==> config.mk <==
export PLATFORM = sky130hd
export DESIGN_NAME = intra_4x4_luma_predictor
export DESIGN_NICKNAME = d
export VERILOG_FILES = /design/src/sv/i4p_pkg.sv /design/src/sv/intra_4x4_luma_predictor.sv /design/src/sv/i4p_predict.sv
export SDC_FILE = /design/constraint.sdc
export NUM_CORES = 1
export LEC_CHECK = 0
export BUFFER_PORTS_ARGS = -buffer_cell sky130_fd_sc_hd__buf_2
export CAP_MARGIN = 0
export CELL_PAD_IN_SITES_DETAIL_PLACEMENT = 1
export CELL_PAD_IN_SITES_GLOBAL_PLACEMENT = 2
export CORE_ASPECT_RATIO = 0.6
export CORE_MARGIN = 2
export CORE_UTILIZATION = 25
export CTS_BUF_LIST = sky130_fd_sc_hd__clkbuf_4 sky130_fd_sc_hd__clkbuf_8
export DETAILED_ROUTE_END_ITERATION = 8
export PLACE_DENSITY_LB_ADDON = 0.1
export SYNTH_ARGS = -nofsm -noshare
export SYNTH_HDL_FRONTEND = slang
export SYNTH_SLANG_ARGS = --single-unit
==> constraint.sdc <==
create_clock -name clock -period 9.1 [get_ports clock]
set_input_delay 0.91 -clock clock [delete_from_list [all_inputs] [get_ports clock]]
set_output_delay 0.91 -clock clock [all_outputs]
set_load 0.02 [all_outputs]
==> src/sv/i4p_pkg.sv <==
// Package for the 4x4 luma intra predictor: request and response types,
// mode codes and the rounded 2-tap and 3-tap averages.
// No dependencies.
`default_nettype none

package i4p_pkg;

   typedef logic [7:0] pix_type;
   typedef pix_type [7:0] top_arr_type;
   typedef pix_type [3:0] left_arr_type;
   typedef pix_type [15:0] blk_type;

   typedef struct packed {
      logic [63:0] top_row;
      logic [31:0] left_column;
      logic [7:0]  corner_pixel;
      logic [3:0]  opcode;
   } req_type;

   typedef struct packed {
      logic [63:0] upper_rows;
      logic [63:0] lower_rows;
   } rsp_type;

   localparam logic [3:0] OP_VERT    = 4'd0;
   localparam logic [3:0] OP_HORIZ   = 4'd1;
   localparam logic [3:0] OP_DC      = 4'd2;
   localparam logic [3:0] OP_DDL     = 4'd3;
   localparam logic [3:0] OP_DDR     = 4'd4;
   localparam logic [3:0] OP_VR      = 4'd5;
   localparam logic [3:0] OP_HD      = 4'd6;
   localparam logic [3:0] OP_VL      = 4'd7;
   localparam logic [3:0] OP_HU      = 4'd8;
   localparam logic [3:0] OP_DC_TOP  = 4'd9;
   localparam logic [3:0] OP_DC_LEFT = 4'd10;
   localparam logic [3:0] OP_FLAT    = 4'd11;

   localparam pix_type FLAT_VALUE = 8'd128;

   function automatic pix_type avg2(input pix_type a, input pix_type b);
      logic [8:0] s;
      s = {1'b0, a} + {1'b0, b} + 9'd1;
      return s[8:1];
   endfunction

   function automatic pix_type avg3(input pix_type a, input pix_type b, input pix_type c);
      logic [9:0] s;
      s = {2'b00, a} + {1'b0, b, 1'b0} + {2'b00, c} + 10'd2;
      return s[9:2];
   endfunction

endpackage

`default_nettype wire

==> src/sv/intra_4x4_luma_predictor.sv <==
// Top level of the 4x4 luma intra predictor: request register, prediction
// logic, response register. Depends on i4p_pkg and i4p_predict.
//
//   channel   ports                      handshake
//   request   start, busy, req_payload   taken when start && !busy
//   response  rsp_valid, rsp_payload     one-cycle strobe, no back-pressure
//
// A request passes through the request register, then the response register.
// One request per cycle; busy is held low, nothing in the path can stall.
// Synchronous reset clears the valid flags only; payload registers hold.
`default_nettype none

module intra_4x4_luma_predictor (
   input  var logic             clock,
   input  var logic             reset,
   input  var logic             start,
   output var logic             busy,
   input  var i4p_pkg::req_type req_payload,
   output var logic             rsp_valid,
   output var i4p_pkg::rsp_type rsp_payload
);
   import i4p_pkg::*;

   req_type req_ff;
   logic    req_valid_ff;
   logic    req_valid_in;
   rsp_type rsp_in;
   rsp_type rsp_ff;
   logic    rsp_valid_ff;

   assign busy         = 1'b0;
   assign req_valid_in = start && !busy;

   always_ff @(posedge clock) begin
      if (reset) begin
         req_valid_ff <= 1'b0;
         rsp_valid_ff <= 1'b0;
      end else begin
         req_valid_ff <= req_valid_in;
         rsp_valid_ff <= req_valid_ff;
      end
      if (req_valid_in) begin
         req_ff <= req_payload;
      end
      if (req_valid_ff) begin
         rsp_ff <= rsp_in;
      end
   end

   i4p_predict u_predict (
      .req (req_ff),
      .rsp (rsp_in)
   );

   assign rsp_valid   = rsp_valid_ff;
   assign rsp_payload = rsp_ff;

   a_two_cycle: assert property (@(posedge clock) disable iff (reset)
      (start && !busy) |=> ##1 rsp_valid)
      else $error("response missing two cycles after request");

   a_no_spurious: assert property (@(posedge clock) disable iff (reset)
      rsp_valid |-> $past(req_valid_ff))
      else $error("response without request");

   a_flat: assert property (@(posedge clock) disable iff (reset)
      (req_valid_ff && req_ff.opcode == OP_FLAT) |=>
      (rsp_payload.upper_rows == {8{FLAT_VALUE}} && rsp_payload.lower_rows == {8{FLAT_VALUE}}))
      else $error("flat mode not 128");

   a_vert: assert property (@(posedge clock) disable iff (reset)
      (req_valid_ff && req_ff.opcode == OP_VERT) |=>
      (rsp_payload.lower_rows[31:0] == $past(req_ff.top_row[31:0])))
      else $error("vertical mode row mismatch");

endmodule

`default_nettype wire

==> src/sv/i4p_predict.sv <==
// Combinational 4x4 luma intra prediction: sixteen pixels from the
// thirteen neighbours and the mode. Depends on i4p_pkg.
`default_nettype none

module i4p_predict (
   input  var i4p_pkg::req_type req,
   output var i4p_pkg::rsp_type rsp
);
   import i4p_pkg::*;

   top_arr_type  top;
   left_arr_type left;
   pix_type      corner;
   logic [9:0]   sum_top;
   logic [9:0]   sum_left;
   logic [9:0]   dc_top_sum;
   logic [9:0]   dc_left_sum;
   logic [10:0]  dc_all_sum;
   pix_type      dc_top;
   pix_type      dc_left;
   pix_type      dc_all;
   blk_type      pred;

   // negative index selects the corner
   function automatic pix_type tp(input top_arr_type t, input pix_type c, input int i);
      if (i < 0) return c;
      return t[i[2:0]];
   endfunction

   function automatic pix_type lp(input left_arr_type l, input pix_type c, input int i);
      if (i < 0) return c;
      return l[i[1:0]];
   endfunction

   assign top    = req.top_row;
   assign left   = req.left_column;
   assign corner = req.corner_pixel;

   assign sum_top  = {2'b00, top[0]} + {2'b00, top[1]} + {2'b00, top[2]} + {2'b00, top[3]};
   assign sum_left = {2'b00, left[0]} + {2'b00, left[1]} + {2'b00, left[2]}
                   + {2'b00, left[3]};

   assign dc_top_sum  = sum_top + 10'd2;
   assign dc_left_sum = sum_left + 10'd2;
   assign dc_all_sum  = {1'b0, sum_top} + {1'b0, sum_left} + 11'd4;
   assign dc_top      = dc_top_sum[9:2];
   assign dc_left     = dc_left_sum[9:2];
   assign dc_all      = dc_all_sum[10:3];

   for (genvar y = 0; y < 4; y++) begin : g_row
      for (genvar x = 0; x < 4; x++) begin : g_col
         localparam int N  = 4 * y + x;
         localparam int ZV = 2 * x - y;
         localparam int KV = x - (y >> 1);
         localparam int ZH = 2 * y - x;
         localparam int KH = y - (x >> 1);
         localparam int KL = x + (y >> 1);
         localparam int ZU = x + 2 * y;
         localparam int KU = y + (x >> 1);

         pix_type pix;

         always_comb begin
            case (req.opcode)
               OP_VERT:  pix = tp(top, corner, x);
               OP_HORIZ: pix = lp(left, corner, y);
               OP_DC:    pix = dc_all;
               OP_DDL: begin
                  if (x == 3 && y == 3) pix = avg3(top[6], top[7], top[7]);
                  else pix = avg3(tp(top, corner, x + y), tp(top, corner, x + y + 1),
                                  tp(top, corner, x + y + 2));
               end
               OP_DDR: begin
                  if (x > y)
                     pix = avg3(tp(top, corner, x - y - 2), tp(top, corner, x - y - 1),
                                tp(top, corner, x - y));
                  else if (x < y)
                     pix = avg3(lp(left, corner, y - x - 2), lp(left, corner, y - x - 1),
                                lp(left, corner, y - x));
                  else
                     pix = avg3(top[0], corner, left[0]);
               end
               OP_VR: begin
                  if (ZV >= 0 && (ZV % 2) == 0)
                     pix = avg2(tp(top, corner, KV - 1), tp(top, corner, KV));
                  else if (ZV >= 0)
                     pix = avg3(tp(top, corner, KV - 2), tp(top, corner, KV - 1),
                                tp(top, corner, KV));
                  else if (ZV == -1)
                     pix = avg3(left[0], corner, top[0]);
                  else
                     pix = avg3(lp(left, corner, y - 1), lp(left, corner, y - 2),
                                lp(left, corner, y - 3));
               end
               OP_HD: begin
                  if (ZH >= 0 && (ZH % 2) == 0)
                     pix = avg2(lp(left, corner, KH - 1), lp(left, corner, KH));
                  else if (ZH >= 0)
                     pix = avg3(lp(left, corner, KH - 2), lp(left, corner, KH - 1),
                                lp(left, corner, KH));
                  else if (ZH == -1)
                     pix = avg3(left[0], corner, top[0]);
                  else
                     pix = avg3(tp(top, corner, x - 1), tp(top, corner, x - 2),
                                tp(top, corner, x - 3));
               end
               OP_VL: begin
                  if ((y % 2) == 0)
                     pix = avg2(tp(top, corner, KL), tp(top, corner, KL + 1));
                  else
                     pix = avg3(tp(top, corner, KL), tp(top, corner, KL + 1),
                                tp(top, corner, KL + 2));
               end
               OP_HU: begin
                  if (ZU > 5)
                     pix = left[3];
                  else if (ZU == 5)
                     pix = avg3(left[2], left[3], left[3]);
                  else if ((ZU % 2) == 0)
                     pix = avg2(lp(left, corner, KU), lp(left, corner, KU + 1));
                  else
                     pix = avg3(lp(left, corner, KU), lp(left, corner, KU + 1),
                                lp(left, corner, KU + 2));
               end
               OP_DC_TOP:  pix = dc_top;
               OP_DC_LEFT: pix = dc_left;
               OP_FLAT:    pix = FLAT_VALUE;
               default:    pix = '0;
            endcase
         end

         assign pred[N] = pix;
      end
   end

   assign rsp.upper_rows = pred[7:0];
   assign rsp.lower_rows = pred[15:8];

endmodule

`default_nettype wire
# After elaboration in Yosys (flattened, before gate mapping)
# Index checks and enable logic that the tools add are counted.
dict set report totals {
  register_bits 238
  inputBits 111
  out_inout_bits 130
}
dict set report classes {
  n_addsub 90
  eq_ne 11
  muxes 31
  reduce_logical 2
}
# op count
set ops {}
lappend ops {{8-bit case mux with 12 select lines} 12}
lappend ops {{8-bit case mux with 11 select lines} 4}
lappend ops {{10-bit by 8-bit adder with 10-bit output} 24}
lappend ops {{10-bit by 2-bit adder with 10-bit output, second input constant} 22}
lappend ops {{8-bit by 9-bit adder with 10-bit output} 20}
lappend ops {{8-bit by 8-bit adder with 9-bit output} 12}
lappend ops {{8-bit 2-to-1 mux} 12}
lappend ops {{9-bit by 1-bit adder with 9-bit output, second input constant} 10}
lappend ops {{4-bit by 3-bit == test with 1-bit output, second input constant} 4}
lappend ops {{4-bit == test, second input constant} 4}
lappend ops {{10-bit by 10-bit adder with 11-bit output} 1}
lappend ops {{11-bit by 3-bit adder with 11-bit output, second input constant} 1}
lappend ops {{4-bit by 2-bit == test with 1-bit output, second input constant} 2}
lappend ops {{4-bit by 1-bit == test with 1-bit output, second input constant} 1}
lappend ops {{4-bit logical NOT} 1}
lappend ops {{1-bit 2-to-1 mux} 3}
lappend ops {{2-bit OR reduction} 1}

# Depth between registers and ports, before layout
dict set report depth {
  word_depth 8
  depth_mapped 25
}

# Cells and area by module
# Synthesis repeated with hierarchy kept, for this count alone.
dict set report hier_totals {
  hier_cells 2422
  hier_area_um2 22716.8
}
# mod n_inst cells_per_inst area_per_inst_um2 seq_area_each_um2
set modules_own_cells {}
lappend modules_own_cells {i4p_predict 1 2180 15566.2 0.0}
lappend modules_own_cells {intra_4x4_luma_predictor 1 242 7150.6 7126.8}

# Worst setup path before layout
# Ideal clock, no wire load.
dict set report synth_timing {
  path_kind {register -> register}
  startpoint {register req_ff[44] in the netlist's numbering}
  endpoint {register rsp_ff, in the netlist rsp_payload[46], data pin}
  t_arrival_ps 5503
  setup_slack_ps 3323
  stages_incl_launch_ff 23
  path_buffers 0
  cell_sequence {edfxtp_1 -> ha_1 -> fa_1 -> a21o_1 -> a21oi_1 -> inv_1 -> a21o_1 -> a21oi_1 -> xor2_1 -> fa_1 -> inv_1 -> ha_1 -> o21ai_0 -> a21oi_1 -> a221o_1 -> ha_1 -> ha_1 -> and4_1 -> a221oi_1 -> mux2i_1 -> o31ai_1 -> a2111oi_0 -> nand4_1}
}
# element line
set synth_lines {}
lappend synth_lines {{from (decl)} intra_4x4_luma_predictor.sv:24} ;# req_type req_ff;
lappend synth_lines {{from (signal assigned)} intra_4x4_luma_predictor.sv:43} ;# req_ff <= req_payload;
lappend synth_lines {{to (signal assigned)} intra_4x4_luma_predictor.sv:46} ;# rsp_ff <= rsp_in;
lappend synth_lines {{to (decl)} intra_4x4_luma_predictor.sv:28} ;# rsp_type rsp_ff;

==> qor.txt <==
Synthesized Nets -> 2950
Clk pin slew, worst setup/hold paths -> 0.08 ns
RR Startpoint -> req_ff[12]$_DFFE_PP_
Root Buffer -> clkbuf_8
biggest area consumer among synthesized cells -> edfxtp_1
CTS resizes -> 0
initial antenna violation count -> 5
Congestion Overflow GR -> 0
Max Slew Vio Count -> 0
Gate power share -> 64.8%
DR WL/cell -> 33.0 um
GP Congestion -> 0.906
fin nets -> 3203
clock sinks -> 238
critical path cell sequence -> ha_1, fa_1, a21o_1, a21oi_1, nor2_1, o21ai_0, nand2b_1, xnor2_1, fa_1, inv_1, ha_1, nand2_1, a21boi_0, a221oi_4, ha_1, ha_1, and4_1, a221oi_1, mux2i_1, o31ai_1, a2111oi_0, nand4_1
vias in the first global route -> 22600
Post-CTS Setup Bufs -> 0
FFs w/ async S/R, synth -> 0%
Levels on crit path -> 22
largest net degree at the start of global routing -> 62
FF-to-FF End -> rsp_payload[46]$_DFFE_PP_
number of remaining DRC errors -> 0
Hold Crit Class -> in2reg
CTS tree -> yes
unrepaired setup endpoints after global routing -> false
Post-Synth Simple-Gate Area -> 19.8%
worst path bufs/invs -> 1
number of vias per cell -> 5.59
CP endpoint kind -> flop
Max Buffers Root-to-Sink -> 3
Final ANT Viol Nets -> 0
Clk pwr share -> 14.8%
Initial DRC Count -> 1962
Post-synth EDFFs -> 236
drt total wl -> 132000 um
Max Freq -> 132 MHz
row count -> 86
port bufs -> 239
CP startpoint kind -> flop
top_reg_cell synth -> edfxtp_1
Ports -> 241
post-synthesis mux area share -> 0.263%
setup slack, reg-to-reg -> 1.53 ns
hold_ws -> 0.417 ns
Layout Area Growth over Synthesis -> 16.2%
count leader, synth -> ha_1
Worst path slowest cell -> a221oi_1
# hold bufs at CTS -> 0
Mapped Area -> 23300 um^2
Data required, critical path -> 9.46 ns
Synth Area in Adders -> 22.1%
Worst path most repeated cell -> ha_1
Mapped Cells -> 2493
skew final -> 0.0424 ns
hpwl dp -> 106000 um
die span in y -> 240 um
vias -> 22500
worst-path maximum fanout -> 6
pwr dens -> 310 nW/um^2
Synth top area share -> 30.4%
first-pass GRT wire length -> 183000 um
register share of total power -> 20.4%
WS Path Type -> reg2reg
Setup TNS -> 0 ns
# setup viols final -> 0
largest family of logic cells by synthesized area -> adder cells
status -> complete, no violations
H-tree levels -> 2
CORE AREA -> 92000 um^2
FILL cells -> 10600
Worst Setup SP -> req_ff[12]$_DFFE_PP_
Internal -> 3.98 mW
biggest cell delay along the critical path -> 0.94 ns
Synth area leaders -> edfxtp_1 (30%), ha_1 (13%), fa_1 (9.3%), nor2_1 (3.7%), nand2_1 (3.5%)
post-synthesis xor/xnor area fraction -> 5.42%
share of cells above drive strength 1 -> 14.4%
post-route minimum period -> 7.57 ns
fin crit share -> 83.2%
sequential share of the synthesized area -> 30.6%
LEAKAGE -> 11.2 nW
maximum vdd drop -> 245 uV
hold wc startpoint -> reset
latest clock arrival within the worst-skew pair -> 0.67 ns
sw power -> 4.42 mW
Arr. time, crit path -> 7.93 ns
total track usage -> 27.2%
Starting Density -> 25.3%
Max Cap Viol -> 0
TritonCTS Buffers -> 44
synthesized area per cell -> 9.34 um^2
delay-heaviest family, CP -> compound AO/OA/AOI/OAI gates
relative slew slack -> 8.44%
commonest cells in the netlist -> ha_1 (238), edfxtp_1 (236), nor2_1 (232)
Yosys reg bits -> 238
Chip Width -> 398 um
die area -> 95700 um^2
R2R depth -> 22
worst-margin pin slew -> 1.36 ns
Fin. Hold Viols -> 0
Compound-Gate Fraction of Synth Area -> 18.3%
drt pass-1 iters -> 5
Syn. warnings -> 0
Switching Share -> 52.6%
Synth cell types -> 96
crit path capture -> rsp_payload[46]$_DFFE_PP_
hold path cells -> 2
[per-stage QoR]
| stage | area [um^2] | power (mW) | utilization (%) | instances | setup WS (ns) |
|---|---|---|---|---|---|
| 2_1_floorplan | 23300 | 4.89 | - | 2493 | 3.32 |
| 3_3_place_gp | 26100 | 7.05 | 28.4 | 3932 | 1.74 |
| 3_5_place_dp | 26100 | 7.06 | 28.4 | 3932 | 1.55 |
| 4_1_cts | 27100 | 8.39 | 29.4 | 4011 | 1.55 |
| 5_1_grt | 27100 | 8.89 | 29.4 | 4012 | 1.11 |
| 6_report | 27100 | 8.40 | 29.4 | 4015 | 1.53 |
[power groups by stage]
stage / sequential, mW / clock, mW / combinational [mW]
2_1_floorplan: 1.86 / 0 / 3.03
3_3_place_gp: 1.73 / 0 / 5.32
3_5_place_dp: 1.74 / 0 / 5.32
4_1_cts: 1.72 / 1.29 / 5.37
5_1_grt: 1.74 / 1.33 / 5.82
6_report: 1.72 / 1.24 / 5.45
[final cells by class]
type                            count  area, um^2  share of cell area [%]
Sequential cell                   238        7130                    26.3
Clock inverter                     24         273                    1.01
Timing Repair Buffer              280        1510                    5.57
Antenna cell                        4        10.0                  0.0370
Clock buffer                       55         701                    2.59
Tap cell                         1232        1540                    5.69
Multi-Input combinational cell   2040       15400                    56.8
Inverter                          142         533                    1.97
[registers in the layout, summed over array words and instances (netlist names)]
name,count
req_valid_ff,1
rsp_valid,1
req_ff,108
rsp_payload,128
[logic make-up after synthesis]
logic type               count (synthesis)
AO/OA/AOI/OAI                          617
XOR/XNOR                               140
adder cells (fa/ha/maj)                346
buffers and inverters                  215
flip-flops                             238
multiplexers                             6
other                                    1
AND/OR/NAND/NOR                        930
[cells in the final DEF, fill, tap and decap left out, types with 11 or more instances in the layout]
cell,n
o22ai_1,14
a21o_1,37
edfxtp_1,236
a211o_1,11
buf_4,42
nor3_1,71
nand4_1,88
o211ai_1,26
ha_1,238
o31a_1,16
clkbuf_8,46
nor3b_1,11
nor4_1,38
xnor2_1,81
a211oi_1,47
o31ai_1,13
o21a_1,29
a31oi_1,15
xor2_1,56
nand3_1,95
buf_2,238
a21oi_1,145
o2111ai_1,21
a2111oi_0,20
fa_1,108
nand2b_1,25
o21ai_0,119
a221oi_1,16
nand2_1,218
nor2_1,232
inv_1,142
and2_1,25
nor2b_1,29
and3_1,23
[worst reg2reg max path, delay by kind of cell, from the launching register on]
| family | cells | cell delay [ns] |
|---|---|---|
| AO/OA/AOI/OAI | 8 | 3.00 |
| adder cells (fa/ha/maj) | 6 | 2.28 |
| AND/OR/NAND/NOR | 5 | 0.68 |
| multiplexers | 1 | 0.57 |
| flip-flops | 1 | 0.54 |
| XOR/XNOR | 1 | 0.15 |
| buffers and inverters | 1 | 0.04 |
[worst min path at each step]
stage                                end  slack [ns]
6_report         req_valid_ff$_SDFF_PP0_        0.42
5_1_grt          req_valid_ff$_SDFF_PP0_        0.36
4_1_cts             req_ff[49]$_DFFE_PP_        0.34
3_5_place_dp   rsp_payload[93]$_DFFE_PP_        0.67
3_3_place_gp   rsp_payload[93]$_DFFE_PP_        0.66
2_1_floorplan  rsp_payload[24]$_DFFE_PP_        0.64
[per-layer routing]
| metal | GRT usage, % | vias to the layer above | share of wire (%) |
|---|---|---|---|
| met5 | 0 | - | 0 |
| met4 | 6.65 | 0 | 2.4 |
| met3 | 3.71 | 135 | 5.8 |
| met2 | 38.0 | 794 | 40 |
| met1 | 43.1 | 11700 | 52 |
| li1 | - | 9875 | - |
Power figures use the tool's default switching activity.
